`config.mk`:
```
export PLATFORM = sky130hd
export DESIGN_NAME = drp_back
export DESIGN_NICKNAME = d
export VERILOG_FILES = /design/src/rtl/core/disparity_to_point_reprojection_core_assert.svh /design/src/rtl/core/drp_pkg.sv /design/src/rtl/core/drp_back.sv
export SDC_FILE = /design/constraint.sdc
export NUM_CORES = 1
export LEC_CHECK = 0
export ABC_AREA = 1
export BUFFER_PORTS_ARGS = -buffer_cell sky130_fd_sc_hd__buf_4
export CORE_UTILIZATION = 24
export CTS_BUF_LIST = sky130_fd_sc_hd__clkbuf_4 sky130_fd_sc_hd__clkbuf_8
export DETAILED_ROUTE_END_ITERATION = 16
export PLACE_DENSITY_LB_ADDON = 0.25
export SLEW_MARGIN = 20
export SYNTH_ARGS = -nofsm -noshare
export SYNTH_HDL_FRONTEND = slang
export SYNTH_SLANG_ARGS = --single-unit
```
`constraint.sdc`:
```
create_clock -name clk -period 1.85 [get_ports clk]
set_input_delay 0.0925 -clock clk [delete_from_list [all_inputs] [get_ports clk]]
set_output_delay 0.0925 -clock clk [all_outputs]
set_load 0.02 [all_outputs]
```
`src/rtl/core/disparity_to_point_reprojection_core_assert.svh`:
```
// ---------------------------------------------------------------------------
// Assertion macros for the disparity to point reprojection core
// Invariant and same-cycle implication checks, reported through $error.
// ---------------------------------------------------------------------------
`ifndef DISPARITY_TO_POINT_REPROJECTION_CORE_ASSERT_SVH
`define DISPARITY_TO_POINT_REPROJECTION_CORE_ASSERT_SVH

// Condition holds at every clock edge outside reset.
`define DRP_ASSERT_ALWAYS(label, clk, rst, cond) \
  label: assert property (@(posedge clk) disable iff (rst) (cond)) \
    else $error("drp: invariant violated");

// Consequent holds in the same cycle as the antecedent.
`define DRP_ASSERT_IMPLY(label, clk, rst, ante, cons) \
  label: assert property (@(posedge clk) disable iff (rst) (ante) |-> (cons)) \
    else $error("drp: implication violated");

`endif

```
`src/rtl/core/drp_pkg.sv`:
```
// ---------------------------------------------------------------------------
// drp_pkg
// Shared widths, register codes and stage structs of the reprojection core.
// ---------------------------------------------------------------------------
package drp_pkg;

  localparam int BASE_W   = 32;
  localparam int FOCAL_W  = 24;
  localparam int CX_W     = 24;
  localparam int TOP_W    = 12;
  localparam int GRAY_W   = 8;
  localparam int DISP_W   = 16;
  localparam int COORD_W  = 12;
  localparam int ROW_OUT_W = 13;
  localparam int DEPTH_W  = 16;
  localparam int CFG_IDX_W = 3;
  localparam int CFG_DATA_W = 32;

  // Numerator magnitude, divisor and quotient widths of the divider lanes.
  localparam int NUM_W  = 56;
  localparam int DIV_W  = 35;
  localparam int QUO_W  = 32;
  localparam int MM_SCALE = 1000;

  typedef enum logic [CFG_IDX_W-1:0] {
    REG_BASELINE = 3'd0,
    REG_FOCAL    = 3'd1,
    REG_LEFT_CX  = 3'd2,
    REG_LEFT_CY  = 3'd3,
    REG_RIGHT_CX = 3'd4,
    REG_MM_MODE  = 3'd5,
    REG_TOP      = 3'd6
  } cfg_reg_e;

  typedef struct packed {
    logic [BASE_W-1:0]  baseline;
    logic [FOCAL_W-1:0] focal;
    logic [CX_W-1:0]    left_cx;
    logic [CX_W-1:0]    left_cy;
    logic [CX_W-1:0]    right_cx;
    logic               mm;
    logic [TOP_W-1:0]   top;
  } cfg_t;

  // Per-pixel data that bypasses the divider arithmetic.
  typedef struct packed {
    logic [GRAY_W-1:0]    gray;
    logic [ROW_OUT_W-1:0] drow;
    logic                 neg_x;
  } side_t;

  typedef struct packed {
    logic             vld;
    logic [NUM_W-1:0] num_x;
    logic [NUM_W-1:0] num_y;
    logic [NUM_W-1:0] num_z;
    logic [DIV_W-1:0] div_p;
    logic [DIV_W-1:0] div_d;
    logic             neg_y;
    logic             ok;
    logic             mm;
    side_t            side;
  } f2d_t;

  typedef struct packed {
    logic [QUO_W-1:0] q;
    logic             ovf;
  } quo_t;

endpackage

```
`src/rtl/core/drp_back.sv`:
```
// ---------------------------------------------------------------------------
// drp_back
// Sign, saturation, masking of invalid points and the output register.
// ---------------------------------------------------------------------------
module drp_back import drp_pkg::*; (
  input  logic                 clk,
  input  logic                 rst,
  input  logic                 en,
  input  logic                 vld_in,
  input  quo_t                 qx,
  input  quo_t                 qy,
  input  quo_t                 qz,
  input  quo_t                 qd,
  input  side_t                side,
  input  logic                 neg_y,
  input  logic                 ok,
  input  logic                 mm,
  output logic                 vld_out,
  output logic [GRAY_W-1:0]    gray_out,
  output logic signed [31:0]   point_x,
  output logic signed [31:0]   point_y,
  output logic signed [31:0]   point_z,
  output logic                 point_valid,
  output logic [DEPTH_W-1:0]   depth_word,
  output logic [ROW_OUT_W-1:0] depth_row
);

  localparam logic [31:0] INT_MAX = 32'h7fff_ffff;
  localparam logic [31:0] INT_MIN = 32'h8000_0000;

  function automatic logic [31:0] sat_signed(quo_t m, logic neg);
    logic big;
    big = m.ovf || (neg ? (m.q > INT_MIN) : m.q[31]);
    if (big) begin
      return neg ? INT_MIN : INT_MAX;
    end
    return neg ? 32'(-m.q) : m.q;
  endfunction

  always_ff @(posedge clk) begin
    if (rst) begin
      vld_out <= 1'b0;
    end else if (en) begin
      vld_out <= vld_in;
    end
  end

  always_ff @(posedge clk) begin
    if (en) begin
      gray_out    <= side.gray;
      depth_row   <= side.drow;
      point_valid <= ok;
      point_x     <= ok ? sat_signed(qx, side.neg_x) : '0;
      point_y     <= ok ? sat_signed(qy, neg_y) : '0;
      point_z     <= ok ? sat_signed(qz, 1'b0) : '0;
      // Metric depth is the integer part of Z before the millimetre scale.
      depth_word  <= (ok && mm && !qd.ovf) ? qd.q[QUO_W-1 -: DEPTH_W] : '0;
    end
  end

endmodule

```
==> results of run 1 <==
-- layout make-up --
type                            instances  area, um2  area share, %
Tap cell                              390        488           4.26
Clock inverter                         12        143           1.25
Inverter                               94        354           3.09
Clock buffer                           20        275           2.41
Timing Repair Buffer                  390       3290           28.8
Sequential cell                       135       4040           35.3
Multi-Input combinational cell        597       2850           24.9
-- layout by cell type, fill, tap and decap left out, types with 5 or more instances in the layout --
| cell type | n |
|---|---|
| nand3_1 | 40 |
| nor2_1 | 119 |
| clkbuf_8 | 20 |
| o21ai_0 | 23 |
| dlygate4sd3_1 | 74 |
| nand2_2 | 12 |
| edfxtp_1 | 134 |
| buf_4 | 302 |
| a21oi_1 | 85 |
| nor2_2 | 14 |
| xnor2_1 | 17 |
| a21oi_2 | 10 |
| nand3b_1 | 6 |
| nand2_1 | 240 |
| xor2_1 | 13 |
| nor2_4 | 5 |
| buf_12 | 8 |
| inv_1 | 93 |
-- metal layers --
layer | global-route usage (%) | wire length (um)
met4 | 5.24 | 474
met5 | 0 | 0
met1 | 18.6 | 10500
met2 | 24.5 | 11400
met3 | 3.43 | 1390
-- kinds of logic after synthesis --
| kind of cell | synth area share (%) |
|---|---|
| flops | 54.7 |
| compound gates | 9.08 |
| buf+inv | 7.21 |
| other cells | 0.0508 |
| mux | 0.135 |
| simple gates | 24.9 |
| xor+xnor | 3.56 |
| fa+ha+maj | 0.339 |
-- sequential cells by signal (all words and copies together), names as in the netlist --
register / count
point_y: 32
depth_word: 16
depth_row: 13
vld_out: 1
point_x: 32
gray_out: 8
point_valid: 1
point_z: 32
-- final timing paths --
check	start	to	slack [ns]	cells after the start
max reg2reg	vld_out	vld_out	0.71	3
max	qx[1]	point_x[16]	0.08	12
min	qx[3]	point_x[2]	0.06	4
min reg2reg	vld_out	vld_out	1.06	3
-- per-stage QoR --
step / util (%) / power [W] / cells / setup WS, ns
floorplan: - / 0.00463 / 860 / 0.421
global placement: 33.7 / 0.00556 / 1524 / 0.149
detailed placement: 33.7 / 0.00557 / 1524 / 0.100
CTS: 37.6 / 0.00838 / 1630 / 0.0514
global route: 38.2 / 0.00869 / 1638 / 0.00820
finish: 38.2 / 0.00830 / 1638 / 0.0809
-- where the power goes --
part / leakage [nW] / internal (W) / switching, W / total (W)
Combinational: 3.50 / 0.000876 / 0.00106 / 0.00194
Clock: 0.198 / 0.00132 / 0.00132 / 0.00264
Sequential: 1.30 / 0.00364 / 0.0000737 / 0.00372
Total: 5.00 / 0.00584 / 0.00245 / 0.00830
-- worst max-delay path, cell delays in order --
cell,delay (ns)
dlygate4sd3_1,0.53
buf_4,0.14
inv_1,0.07
ha_1,0.18
nand3_2,0.12
nor2_4,0.16
nand4_4,0.12
a21oi_4,0.18
buf_12,0.14
buf_6,0.12
nand2_1,0.05
a21oi_1,0.16
-- timing repair --
action | CTS | global route
buffers inserted | 0 | 4
resized for setup | 0 | 8
endpoints found under the hold margin | 86 | 0
hold buffers | 74 | 0
endpoints found under the setup margin | 0 | 35
==> results.py, run 1 <==
metrics = {
    "outcome": {
        "status": "complete, no violations",
    },
    "clock_network": {
        "path_clk_slew_ns": 0.09,
        "cts_tree": "yes",
        "clock_latency_ns": 0.45,
        "htreeDepth": 4,
        "cts_buffers": 17,
        "cts_sinks": 135,
        "clockBufferDepth": 2,
        "root_buffer": "clkbuf_8",
    },
    "sta": {
        "fin_crit_sh_pct": 95.6,
        "min_period_ns": 1.77,
        "worst_pin_slew_ns": 0.573,
        "slew_violations": 0,
        "rsz0062_at_grt": "false",
        "setup_viol": 0,
        "finalClockSkew_ns": 0,
        "max_freq_mhz": 565,
        "finalSetupTns_ns": 0,
        "holdWs_ns": 0.0576,
        "max_slew_margin_pct": 61.7,
        "finalHoldViolations": 0,
    },
    "detailed_routing": {
        "drt_iter0_markers": 404,
        "dr_total_vias": 6978,
        "antenna_left": 0,
        "vias_per_cell": 4.26,
        "dr.pass1.iters": 4,
        "drt-total-wl_mm": 23.8,
        "wl_per_cell_um": 14.5,
        "drcViolationCount": 0,
    },
    "die": {
        "core.rowCount": 63,
        "die_x_um": 177,
        "fp.dieH_um": 177,
        "pin_count": 296,
        "start_util_pct": 24.7,
        "die_area_mm2": 0.0315,
        "core_region_area_mm2": 0.0300,
    },
    "cells_and_area": {
        "design_area_mm2": 0.0114,
        "final_nets": 1398,
        "drive_above_1_share_pct": 31.9,
        "n_antenna_cell": 0,
        "fillers": 3085,
        "syn_to_final_growth_pct": 54.9,
    },
    "yosys": {
        "yosysSeqAreaShare_pct": 54.7,
        "synth_top_cell_by_area": "edfxtp_1",
        "synth_area_per_cell_um2": 8.59,
        "synthCells": 860,
        "synth.top_cells.by_area": "edfxtp_1 54%, nand2_1 12%, nor2_1 6.1%",
        "syn-cell-area_mm2": 0.00739,
        "dominantRegCellSynth": "edfxtp_1",
        "yosys.cell_count.top_type": "nand2_1",
        "netlist-cell-type-count": 27,
        "synth_edf_count": 134,
        "netlist_top_cells_count": "241 x nand2_1, 134 x edfxtp_1, 121 x nor2_1, 94 x inv_1, 85 x a21oi_1",
        "synth_top_area_share_pct": 54.5,
        "syn-num-nets": 1023,
        "async_flop_share_pct": 0,
        "synth-seq-cells": 135,
        "synth_warnings": 0,
    },
    "placement": {
        "io_buffers": 279,
        "dp_hpwl_mm": 17.3,
        "placed_area_mm2": 0.0101,
        "gp_congestion": 0.858,
    },
    "run": {
        "maxCapViolCount": 0,
    },
    "global_routing": {
        "grt_pass1_vias": 6808,
        "antenna_found_initial": 0,
        "grt_max_degree": 60,
        "gr-total-overflow": 0,
        "grt_pass1_wl_mm": 35.6,
        "track_usage_pct": 14.7,
    },
    "power": {
        "powerDensity_mw_per_mm2": 725,
        "vdd_drop_max_v": 0.000363,
        "p_leak_nw": 5.00,
    },
    "critical_path": {
        "arrival_ns": 2.05,
        "cp.required_ns": 2.13,
        "cp_max_fo": 7,
        "cp-end-kind": "register",
        "worst_setup_path_start_kind": "input pin",
        "path_class": "in2reg",
    },
    "min_path": {
        "min_path_type": "in2reg",
    },
}
No activity file was read; power rests on OpenSTA's default activity.
==> run 2, diff against run 1 <==
CORE_ASPECT_RATIO = 0.9   (was default)
==> run 2 against run 1 <==
Net effect:
- clock power hardly changed
- non-clock buffer count down 9
- power decreased by 0.74%
- global-route usage increased by 0.48 points
- hold slack improved by 0.0062 ns
- sequential cell count did not move
- count of clock-buffer cells in the layout down 2
- sequential share of layout area increased by 0.64 points
- final cell count grew 0.24%
- combinational power is 2% lower
- die area about the same
- sequential power about the same
- critical path type unchanged
- largest cell class unchanged
- largest power group unchanged
- highest routed layer unchanged
==> results.py, run 2 (synthesized netlist as in run 1, its figures left out) <==
metrics = {
    "critical_path": {
        "cp_max_fo": 25,
        "path_class": "in2reg",
        "r2r-start": "vld_out",
        "cp.required_ns": 2.19,
        "cp-end-kind": "register",
        "crit_path_start": "en",
        "worst_setup_path_start_kind": "input pin",
        "arrival_ns": 2.05,
        "ff2ff_path_depth": 3,
    },
    "power": {
        "internal_power_w": 0.00565,
        "p_clk_share_pct": 31.8,
        "powerDensity_mw_per_mm2": 733,
        "pwr-share-seq_pct": 45.2,
        "p_leak_nw": 4.92,
        "swShare_pct": 31.3,
        "p_switching_w": 0.00258,
        "combPwrFrac_pct": 23.1,
        "vdd_drop_max_v": 0.000362,
    },
    "min_path": {
        "hold_depth": 3,
        "worstHoldStart": "qy[1]",
        "min_path_type": "in2reg",
    },
    "detailed_routing": {
        "vias_per_cell": 4.24,
        "dr_total_vias": 6957,
        "dr_wl_met2_mm": 11.6,
        "drt-total-wl_mm": 24.3,
        "dr.pass1.iters": 6,
        "wl_per_cell_um": 14.8,
        "drcViolationCount": 0,
        "wl_met1_mm": 11.1,
        "wl_met3_mm": 1.42,
        "drt_iter0_markers": 326,
        "top_layer": "met4",
        "antenna_left": 0,
    },
    "cells_and_area": {
        "n_antenna_cell": 0,
        "multi_input_area_mm2": 0.00282,
        "syn_to_final_growth_pct": 52.1,
        "final_nets": 1389,
        "fillers": 3098,
        "seq_area_mm2": 0.00404,
        "layout_commonest_cell": "buf_4",
        "final_core_util_pct": 37.3,
        "top_regs": "point_x x32, point_y x32, point_z x32",
        "drive_above_1_share_pct": 31.2,
        "design_area_mm2": 0.0112,
        "most-common-layout-cells": "302 x buf_4, 241 x nand2_1, 134 x edfxtp_1, 120 x nor2_1, 93 x inv_1",
    },
    "clock_network": {
        "cts_setup_buffers": 0,
        "clockBufferDepth": 2,
        "htreeDepth": 4,
        "cts_tree": "yes",
        "cts_buffers": 17,
        "root_buffer": "clkbuf_8",
        "path_clk_slew_ns": 0.10,
        "clock_latency_ns": 0.45,
        "cts_sinks": 135,
    },
    "die": {
        "start_util_pct": 24.5,
        "core_region_area_mm2": 0.0301,
        "pin_count": 296,
        "die_x_um": 187,
        "die_area_mm2": 0.0315,
        "fp.dieH_um": 168,
        "core.rowCount": 60,
    },
    "sta": {
        "min_period_ns": 1.71,
        "finalHoldViolations": 0,
        "max_slew_margin_pct": 64.8,
        "max_freq_mhz": 585,
        "slew_violations": 0,
        "fin_ws_ns": 0.141,
        "setup_viol": 0,
        "rsz0062_at_grt": "false",
        "worst_pin_slew_ns": 0.526,
        "fin_crit_sh_pct": 92.4,
        "finalSetupTns_ns": 0,
        "finalClockSkew_ns": 0,
    },
    "placement": {
        "dp_hpwl_mm": 18.0,
        "io_buffers": 279,
        "gp_congestion": 0.920,
        "placed_area_mm2": 0.0101,
        "pre_cts_slack_ns": 0.0440,
    },
    "global_routing": {
        "grt_max_degree": 68,
        "grt_pass1_vias": 6665,
        "antenna_found_initial": 0,
        "grt_pass1_wl_mm": 37.3,
        "gr-total-overflow": 0,
        "track_usage_pct": 15.2,
    },
    "run": {
        "maxCapViolCount": 0,
    },
    "outcome": {
        "status": "complete, no violations",
    },
}
==> run 2: cell count changes in the layout (fill, tap and decap cells not counted), moves of 2 or more <==
cell | before | now
clkbuf_8 | 20 | 18
nor2_4 | 5 | 2
nor2_2 | 14 | 16
inv_8 | 0 | 4
clkinvlp_4 | 4 | 2
buf_12 | 8 | 5
clkbuf_16 | 4 | 0
inv_6 | 2 | 4
clkinv_4 | 4 | 2
==> run 2: critical path, stage by stage <==
cell and delay [ns]:
dlygate4sd3_1 0.54, buf_6 0.22, buf_4 0.36, mux2i_1 0.22
nor2_1 0.05, dlygate4sd3_1 0.54
==> run 2: final timing paths <==
| path | end | slack (ns) |
|---|---|---|
| worst min-delay path | point_y[0] | 0.06 |
| worst min register to register | vld_out | 1.06 |
| worst max register to register | vld_out | 0.71 |
| worst max-delay path | vld_out | 0.14 |
==> run 2: per-layer routing <==
metal,up-vias,global-route usage (%)
li1,3527,-
met1,3198,19.9
met2,222,25.3
met3,10,3.69
met4,0,3.64
met5,-,0
==> run 2: through the flow <==
stage          instances  hold WS (ns)  power (W)
3_3_place_gp        1537         0.249    0.00556
6_report            1642        0.0638    0.00823
4_1_cts             1642        0.0235    0.00837
2_1_floorplan        860         0.165    0.00463
5_1_grt             1642        0.0359    0.00862
3_5_place_dp        1537         0.258    0.00557
==> run 2: what timing repair did <==
action | 4_1_cts | 5_1_grt
hold buffers | 73 | 0
hold endpoints to repair | 86 | 0
gates resized for setup | 0 | 0
==> run 2: area by class of cell <==
cell class	count	area share (%)
Clock buffer	18	2.20
Tap cell	403	4.49
Multi-Input combinational cell	597	25.1
Clock inverter	14	1.41
Timing Repair Buffer	381	27.7
Sequential cell	135	36.0
Inverter	94	3.15
==> run 2: power by group through the flow <==
stage	Clock, W	Sequential [W]	Combinational, W
floorplan	0	0.00411	0.000514
global placement	0	0.00379	0.00178
detailed placement	0	0.00379	0.00178
CTS	0.00273	0.00372	0.00191
global route	0.00282	0.00375	0.00205
finish	0.00261	0.00372	0.00190
